<file path="config.mk">
export PLATFORM = sky130hd
export DESIGN_NAME = ldm_slot_search
export DESIGN_NICKNAME = d
export VERILOG_FILES = /design/src/ldm_pkg.sv /design/src/ldm_slot_search.sv
export VERILOG_INCLUDE_DIRS = /design/src /design/src/src
export SDC_FILE = /design/constraint.sdc
export NUM_CORES = 1
export LEC_CHECK = 0
export BUFFER_PORTS_ARGS = -buffer_cell sky130_fd_sc_hd__buf_2
export CORE_MARGIN = 5
export CORE_UTILIZATION = 43
export CTS_BUF_LIST = sky130_fd_sc_hd__clkbuf_2
export CTS_CLUSTER_SIZE = 20
export DETAILED_ROUTE_END_ITERATION = 10
export PLACE_DENSITY = 0.82
export SLEW_MARGIN = 10
export SYNTH_ARGS = -nofsm -noshare
export SYNTH_HDL_FRONTEND = slang
export SYNTH_SLANG_ARGS = --single-unit
</file>
<file path="constraint.sdc">
create_clock -name i_clk -period 1.5 [get_ports i_clk]
set_input_delay 0.3 -clock i_clk [delete_from_list [all_inputs] [get_ports i_clk]]
set_output_delay 0.3 -clock i_clk [all_outputs]
set_load 0.01 [all_outputs]
</file>
<file path="src/assert_macros.svh">
// assertion helpers shared by the rtl
`ifndef ASSERT_MACROS_SVH
`define ASSERT_MACROS_SVH

// property must hold at every clock outside reset
`define ASSERT_CLK(label, clk, rst_n, prop, msg) \
    label: assert property (@(posedge clk) disable iff (!rst_n) prop) else $error(msg);

// condition must never be seen outside reset
`define ASSERT_NEVER(label, clk, rst_n, cond, msg) \
    label: assert property (@(posedge clk) disable iff (!rst_n) !(cond)) else $error(msg);

`endif

</file>
<file path="src/ldm_pkg.sv">
package ldm_pkg;

    localparam int SLOT_COUNT_DEF  = 8;
    localparam int RING_DEPTH_DEF  = 8;
    localparam int MAX_PAYLOAD_DEF = 64;
    localparam int HANDLE_BASE_DEF = 3;

    // widest slot index for the largest table
    localparam int IDX_W = 6;

    localparam logic [2:0] CMD_OPEN  = 3'd0;
    localparam logic [2:0] CMD_BIND  = 3'd1;
    localparam logic [2:0] CMD_SEND  = 3'd2;
    localparam logic [2:0] CMD_RECV  = 3'd3;
    localparam logic [2:0] CMD_CLOSE = 3'd4;
    localparam logic [2:0] CMD_READ  = 3'd5;
    localparam logic [2:0] CMD_CLEAR = 3'd6;

    localparam logic [1:0] CFG_DOMAIN   = 2'd0;
    localparam logic [1:0] CFG_KIND     = 2'd1;
    localparam logic [1:0] CFG_PROTOCOL = 2'd2;

    typedef enum logic [3:0] {
        ST_IDLE,
        ST_DECODE,
        ST_SEARCH,
        ST_SEND_CHECK,
        ST_SEND_BYTE,
        ST_RX_META,
        ST_RX_LEN,
        ST_RX_READ,
        ST_RX_EMIT,
        ST_RESULT
    } t_state;

    typedef enum logic {
        SRCH_FREE,
        SRCH_PORT
    } t_srch_mode;

    typedef struct packed {
        logic       start;
        t_srch_mode mode;
        logic [15:0] key;
    } t_srch_req;

    typedef struct packed {
        logic             busy;
        logic             done;
        logic             found;
        logic [IDX_W-1:0] idx;
    } t_srch_rsp;

    typedef struct packed {
        logic        used;
        logic        bound;
        logic [15:0] port;
    } t_slot_view;

endpackage

</file>
<file path="src/ldm_slot_search.sv">
`include "assert_macros.svh"

module ldm_slot_search #(
    parameter int SLOT_COUNT = ldm_pkg::SLOT_COUNT_DEF
) (
    input  logic               i_clk,
    input  logic               i_rst_n,
    input  ldm_pkg::t_srch_req  i_req,
    input  ldm_pkg::t_slot_view i_view,
    output ldm_pkg::t_srch_rsp  o_rsp
);

    localparam int SW = (SLOT_COUNT > 1) ? $clog2(SLOT_COUNT) : 1;
    localparam logic [SW-1:0] LAST_IDX = SW'(SLOT_COUNT - 1);

    logic                r_busy;
    logic [SW-1:0]       r_idx;
    ldm_pkg::t_srch_mode r_mode;
    logic [15:0]         r_key;
    logic                w_match;
    logic                w_end;

    // one slot compared per cycle
    assign w_match = (r_mode == ldm_pkg::SRCH_FREE) ? !i_view.used :
                     (i_view.used && i_view.bound && (i_view.port == r_key));
    assign w_end   = w_match || (r_idx == LAST_IDX);

    always_ff @(posedge i_clk) begin
        if (!i_rst_n) begin
            r_busy <= 1'b0;
        end else if (i_req.start) begin
            r_busy <= 1'b1;
        end else if (r_busy && w_end) begin
            r_busy <= 1'b0;
        end
    end

    always_ff @(posedge i_clk) begin
        if (i_req.start) begin
            r_idx  <= '0;
            r_mode <= i_req.mode;
            r_key  <= i_req.key;
        end else if (r_busy && !w_end) begin
            r_idx <= r_idx + SW'(1);
        end
    end

    assign o_rsp.busy  = r_busy;
    assign o_rsp.done  = r_busy && w_end;
    assign o_rsp.found = r_busy && w_match;
    assign o_rsp.idx   = ldm_pkg::IDX_W'(r_idx);

    `ASSERT_CLK(a_idx_range, i_clk, i_rst_n, r_busy |-> (r_idx <= LAST_IDX), "scan index past table")
    `ASSERT_NEVER(a_no_restart, i_clk, i_rst_n, i_req.start && r_busy, "scan restarted while busy")

endmodule

</file>
== After elaboration in Yosys (flattened, before gate mapping) ==
Cells that the tools add are included.

* Input bits: 38
* Bits in read-only memories: 0
* Word-level logic and storage cells: 19
* Bits in latches: 0
* RAM bits: 0
* Memories: 0
* Flip-flop bits (word level): 21
* Output and inout bits: 9

* Magnitude comparators: 0
* Add/subtract/negate cells: 1
* Multiplexer cells: 3
* Shifts and indexed selects: 0
* Bitwise operators: 0
* Divide/modulo/power cells: 0
* Reductions and logical operators: 9
* Equal/unequal tests: 2
* $mul: 0

{| class="wikitable"
|+ Operators by type and width
! operator !! number
|-
| $eq A16 B16 Y1 || 1
|-
| $logic_and A1 B1 Y1 || 5
|-
| $add A3 B1 Y3 const B || 1
|-
| $eq A3 B3 Y1 const B || 1
|-
| $mux W1 || 3
|-
| $logic_not A1 Y1 || 2
|-
| $reduce_bool A2 Y1 || 1
|-
| $logic_or A1 B1 Y1 || 1
|}

== Longest topological paths before layout ==
* Depth in word-level cells: 7
* Depth in mapped cells: 6
* Depth with buffers taken out: 6

== Worst setup path before layout ==
OpenSTA, ideal clock, no wires.

* Path type: flip-flop to flip-flop
* From: reg r_idx[0]
* To: reg r_idx[0]
* Setup slack: -214 ps
* Data required time: 1,427 ps
* Setup time: 73 ps
* Arrival time: 1,640 ps
* Stages on the path, launching flop included: 7
* Period minus slack after synthesis: 1,714 ps
* Buffers on the path: 0
* Cells stage by stage: dfxtp_1 > ha_1 > ha_1 > nand2b_1 > or4_4 > mux2_2 > o211ai_2

* Longest elaborated chain between the ends: 4
* Elaborated cells between the ends (all ways): 5
* Those cells by class: 1 x add/sub; 1 x eq/ne; 3 x reduce/logical

{| class="wikitable"
|+ Ends and longest elaborated chain
! element !! line !! source
|-
| start, declared || ldm_slot_search.sv:17 || <nowiki>logic [SW-1:0] r_idx;</nowiki>
|-
| start signal, assigned || ldm_slot_search.sv:44 || <nowiki>r_idx <= r_idx + SW'(1);</nowiki>
|-
| parallel branches: the longest is 4 deep, another holds $add A3 B1 Y3 || n/a ||
|}

Parallel ways; which one is timed is not known.
A chain may end at the register's enable or synchronous reset.

==> run_results.csv <==
group,metric,value,unit
logic_synthesis,synth_area_per_cell,14.0,sq um
drt,drc_errors,0,
global_routing,grt_pass1_wl,3460,um
cells_and_area,multiInputGateArea,422,sq um
drt,vias_per_cell,4.72,
status,violations,"setup timing",
cells_and_area,register_area,596,sq um
flow_run,drv_cap,0,
clocking,cts_made_buffers,3,
global_routing,grt_pass1_vias,838,
placed_design,place.detailed.hpwl,1680,um
cells_and_area,final_cell_mix,"buf_2 (43), edfxtp_1 (17), buf_4 (12)",
drt,ant_nets,0,
floorplanning,fp.dieArea,3380,sq um
timing,skew,0.0267,ns
clocking,clock-root-buffer,"clkbuf_2",
logic_synthesis,synthFlopType,"edfxtp_1",
logic_synthesis,synth_edf_count,17,
critical_path,arrival,1.81,ns
timing,finalCriticalPeriod,2.11,ns
drt,first_pass_iters,2,
critical_path,crit_required,1.20,ns
floorplanning,fp-row-count,17,
status,outcome,"finished, violations left",
drt,wl_per_cell,13.6,um
drt,vias,737,
cells_and_area,antenna_cells,0,
clocking,cts_buffer_depth,2,
clocking,clk_pin_slew,0.21,ns
floorplanning,io_pins,47,
placed_design,placed_area,1300,sq um
cells_and_area,syn_to_final_growth,38.3,%
logic_synthesis,synth.distinct_cells,24,
floorplanning,start_util,45.0,%
timing,hold_viol_final,0,
global_routing,antenna_found_initial,0,
placed_design,portBuffers,43,
timing,max_freq,473,MHz
drt,routed_wl,2120,um
logic_synthesis,yosys_warnings,0,
logic_synthesis,synth-async-reset-ratio,0,%
drt,drtIter0Drc,21,
floorplanning,coreArea,2210,sq um
timing,setup_tns,-2.07,ns
placed_design,finalWeightedCongestion,0.704,
cells_and_area,final_cells,156,
logic_synthesis,synthCells,71,
logic_synthesis,seq_area_frac_synth,59.3,%
clocking,cts.htree.levels,1,
timing,finalMaxSlewViolations,0,
cells_and_area,fin_nets,169,
power_and_ir_drop,peakVddDrop,0.528,mV
placed_design,post-place-cells,148,
placed_design,place_ws,-0.319,ns
floorplanning,dieHeight,58.1,um
timing,fin_ws,-0.615,ns
critical_path,r2r-start,"r_idx[0]",
logic_synthesis,synthesis.area,996,sq um
min_path,hold_path_startpoint,"i_req[9]",
critical_path,crit_type,"reg -> out",
critical_path,crit_path_max_fanout,2,
cells_and_area,final_cell_area,1380,sq um
logic_synthesis,ys_ff_latch,21,
clocking,cts_tree,"done",
critical_path,end_kind,"output pin",
floorplanning,dieWidth,58.1,um
timing,rsz0062_at_grt,"yes",
clocking,clkLatencyLatePin,0.31,ns
min_path,min_path_type,"in -> reg",
critical_path,critPathLaunch,"r_key[9]",
timing,post-route-period-util,141,%
timing,finalSetupViolCount,6,
cells_and_area,nFillCells,196,
power_and_ir_drop,cellPowerDensity,836,nW/um^2
power_and_ir_drop,p_leak,0.585,nW
cells_and_area,final_common_cell,"buf_2",
power_and_ir_drop,p_total,1.15,mW
critical_path,cp-start-kind,"flip-flop",
cells_and_area,post-route-util,62.3,%
timing,timing.hold.ws,0.138,ns
clocking,numClockSinks,21,
cells_and_area,drive_gt1_share,56.3,%
global_routing,grt_max_degree,23,
global_routing,grt.total_usage,13.5,%
global_routing,gr-total-overflow,0,
## per-layer routing
layer / part of all wire [%] / vias up / global-route usage, %
met2: 54 / 26 / 25.5
met1: 37 / 346 / 14.6
met5: 0 / - / 0
met4: 0.80 / 0 / 3.97
li1: - / 363 / -
met3: 7.3 / 2 / 3.56
## flip-flops by register name, summed over array words and instances (netlist names)
name	flops
r_busy	1
r_key	16
r_mode	1
r_idx	3
## logic make-up (layout without fill, tap and decap cells)
group                    after synthesis  count (layout)  synth area share [%]
multiplexers                           3               3                  3.14
AND/OR/NAND/NOR                       18              18                  12.2
adder cells (fa/ha/maj)                2               2                  2.51
buffers and inverters                  4              59                  3.02
XOR/XNOR                              16              16                  14.1
other                                  1               3                 0.377
AO/OA/AOI/OAI                          6               6                  5.40
flip-flops                            21              21                  59.3
## synthesized netlist by cell type, types with 2 or more instances
| library cell | number | area share [%] |
|---|---|---|
| dfxtp_1 | 4 | 8.0 |
| xor2_1 | 5 | 4.4 |
| nor2_1 | 2 | 0.75 |
| nand3_1 | 3 | 1.5 |
| o21a_1 | 2 | 1.5 |
| buf_4 | 4 | 3.0 |
| edfxtp_1 | 17 | 51 |
| xnor2_1 | 11 | 9.7 |
| nand4_1 | 2 | 1.3 |
| mux2i_1 | 2 | 2.0 |
| nand2b_1 | 5 | 3.1 |
| ha_1 | 2 | 2.5 |
## final cells by class
class | instances | share of cell area [%]
clock buffer | 4 | 1.45
multi-input combinational | 48 | 30.6
sequential | 21 | 43.2
tap | 28 | 2.54
timing repair buffer | 55 | 22.2
## critical path, stage by stage, from the launching register on
cell and delay (ns):
edfxtp_1 0.42, xor2_1 0.17, nor4_2 0.33, and2_4 0.20
and2_4 0.14, o31a_1 0.11, buf_2 0.12
## report_power, final
group | leakage (nW) | internal [mW] | switching, mW | total, mW
clock | 0.0166 | 0.0706 | 0.162 | 0.233
sequential | 0.200 | 0.681 | 0.0276 | 0.709
combinational | 0.369 | 0.122 | 0.0874 | 0.210
total | 0.585 | 0.874 | 0.277 | 1.15
## what timing repair did
action	CTS	global route
resized for setup	3	1
buffers inserted	3	1
hold buffers	0	0
setup endpoints to repair	6	6
pin swaps	4	4
## path summary, 6_finish.rpt
check	endpoint	slack [ns]	depth (start not counted)
worst max-delay path	o_rsp[7]	-0.61	6
worst min-delay path	r_key[9]	0.14	1
worst max register to register	r_idx[0]	-0.29	6
worst min register to register	r_idx[2]	0.56	2
Power figures use the tool's default switching activity.
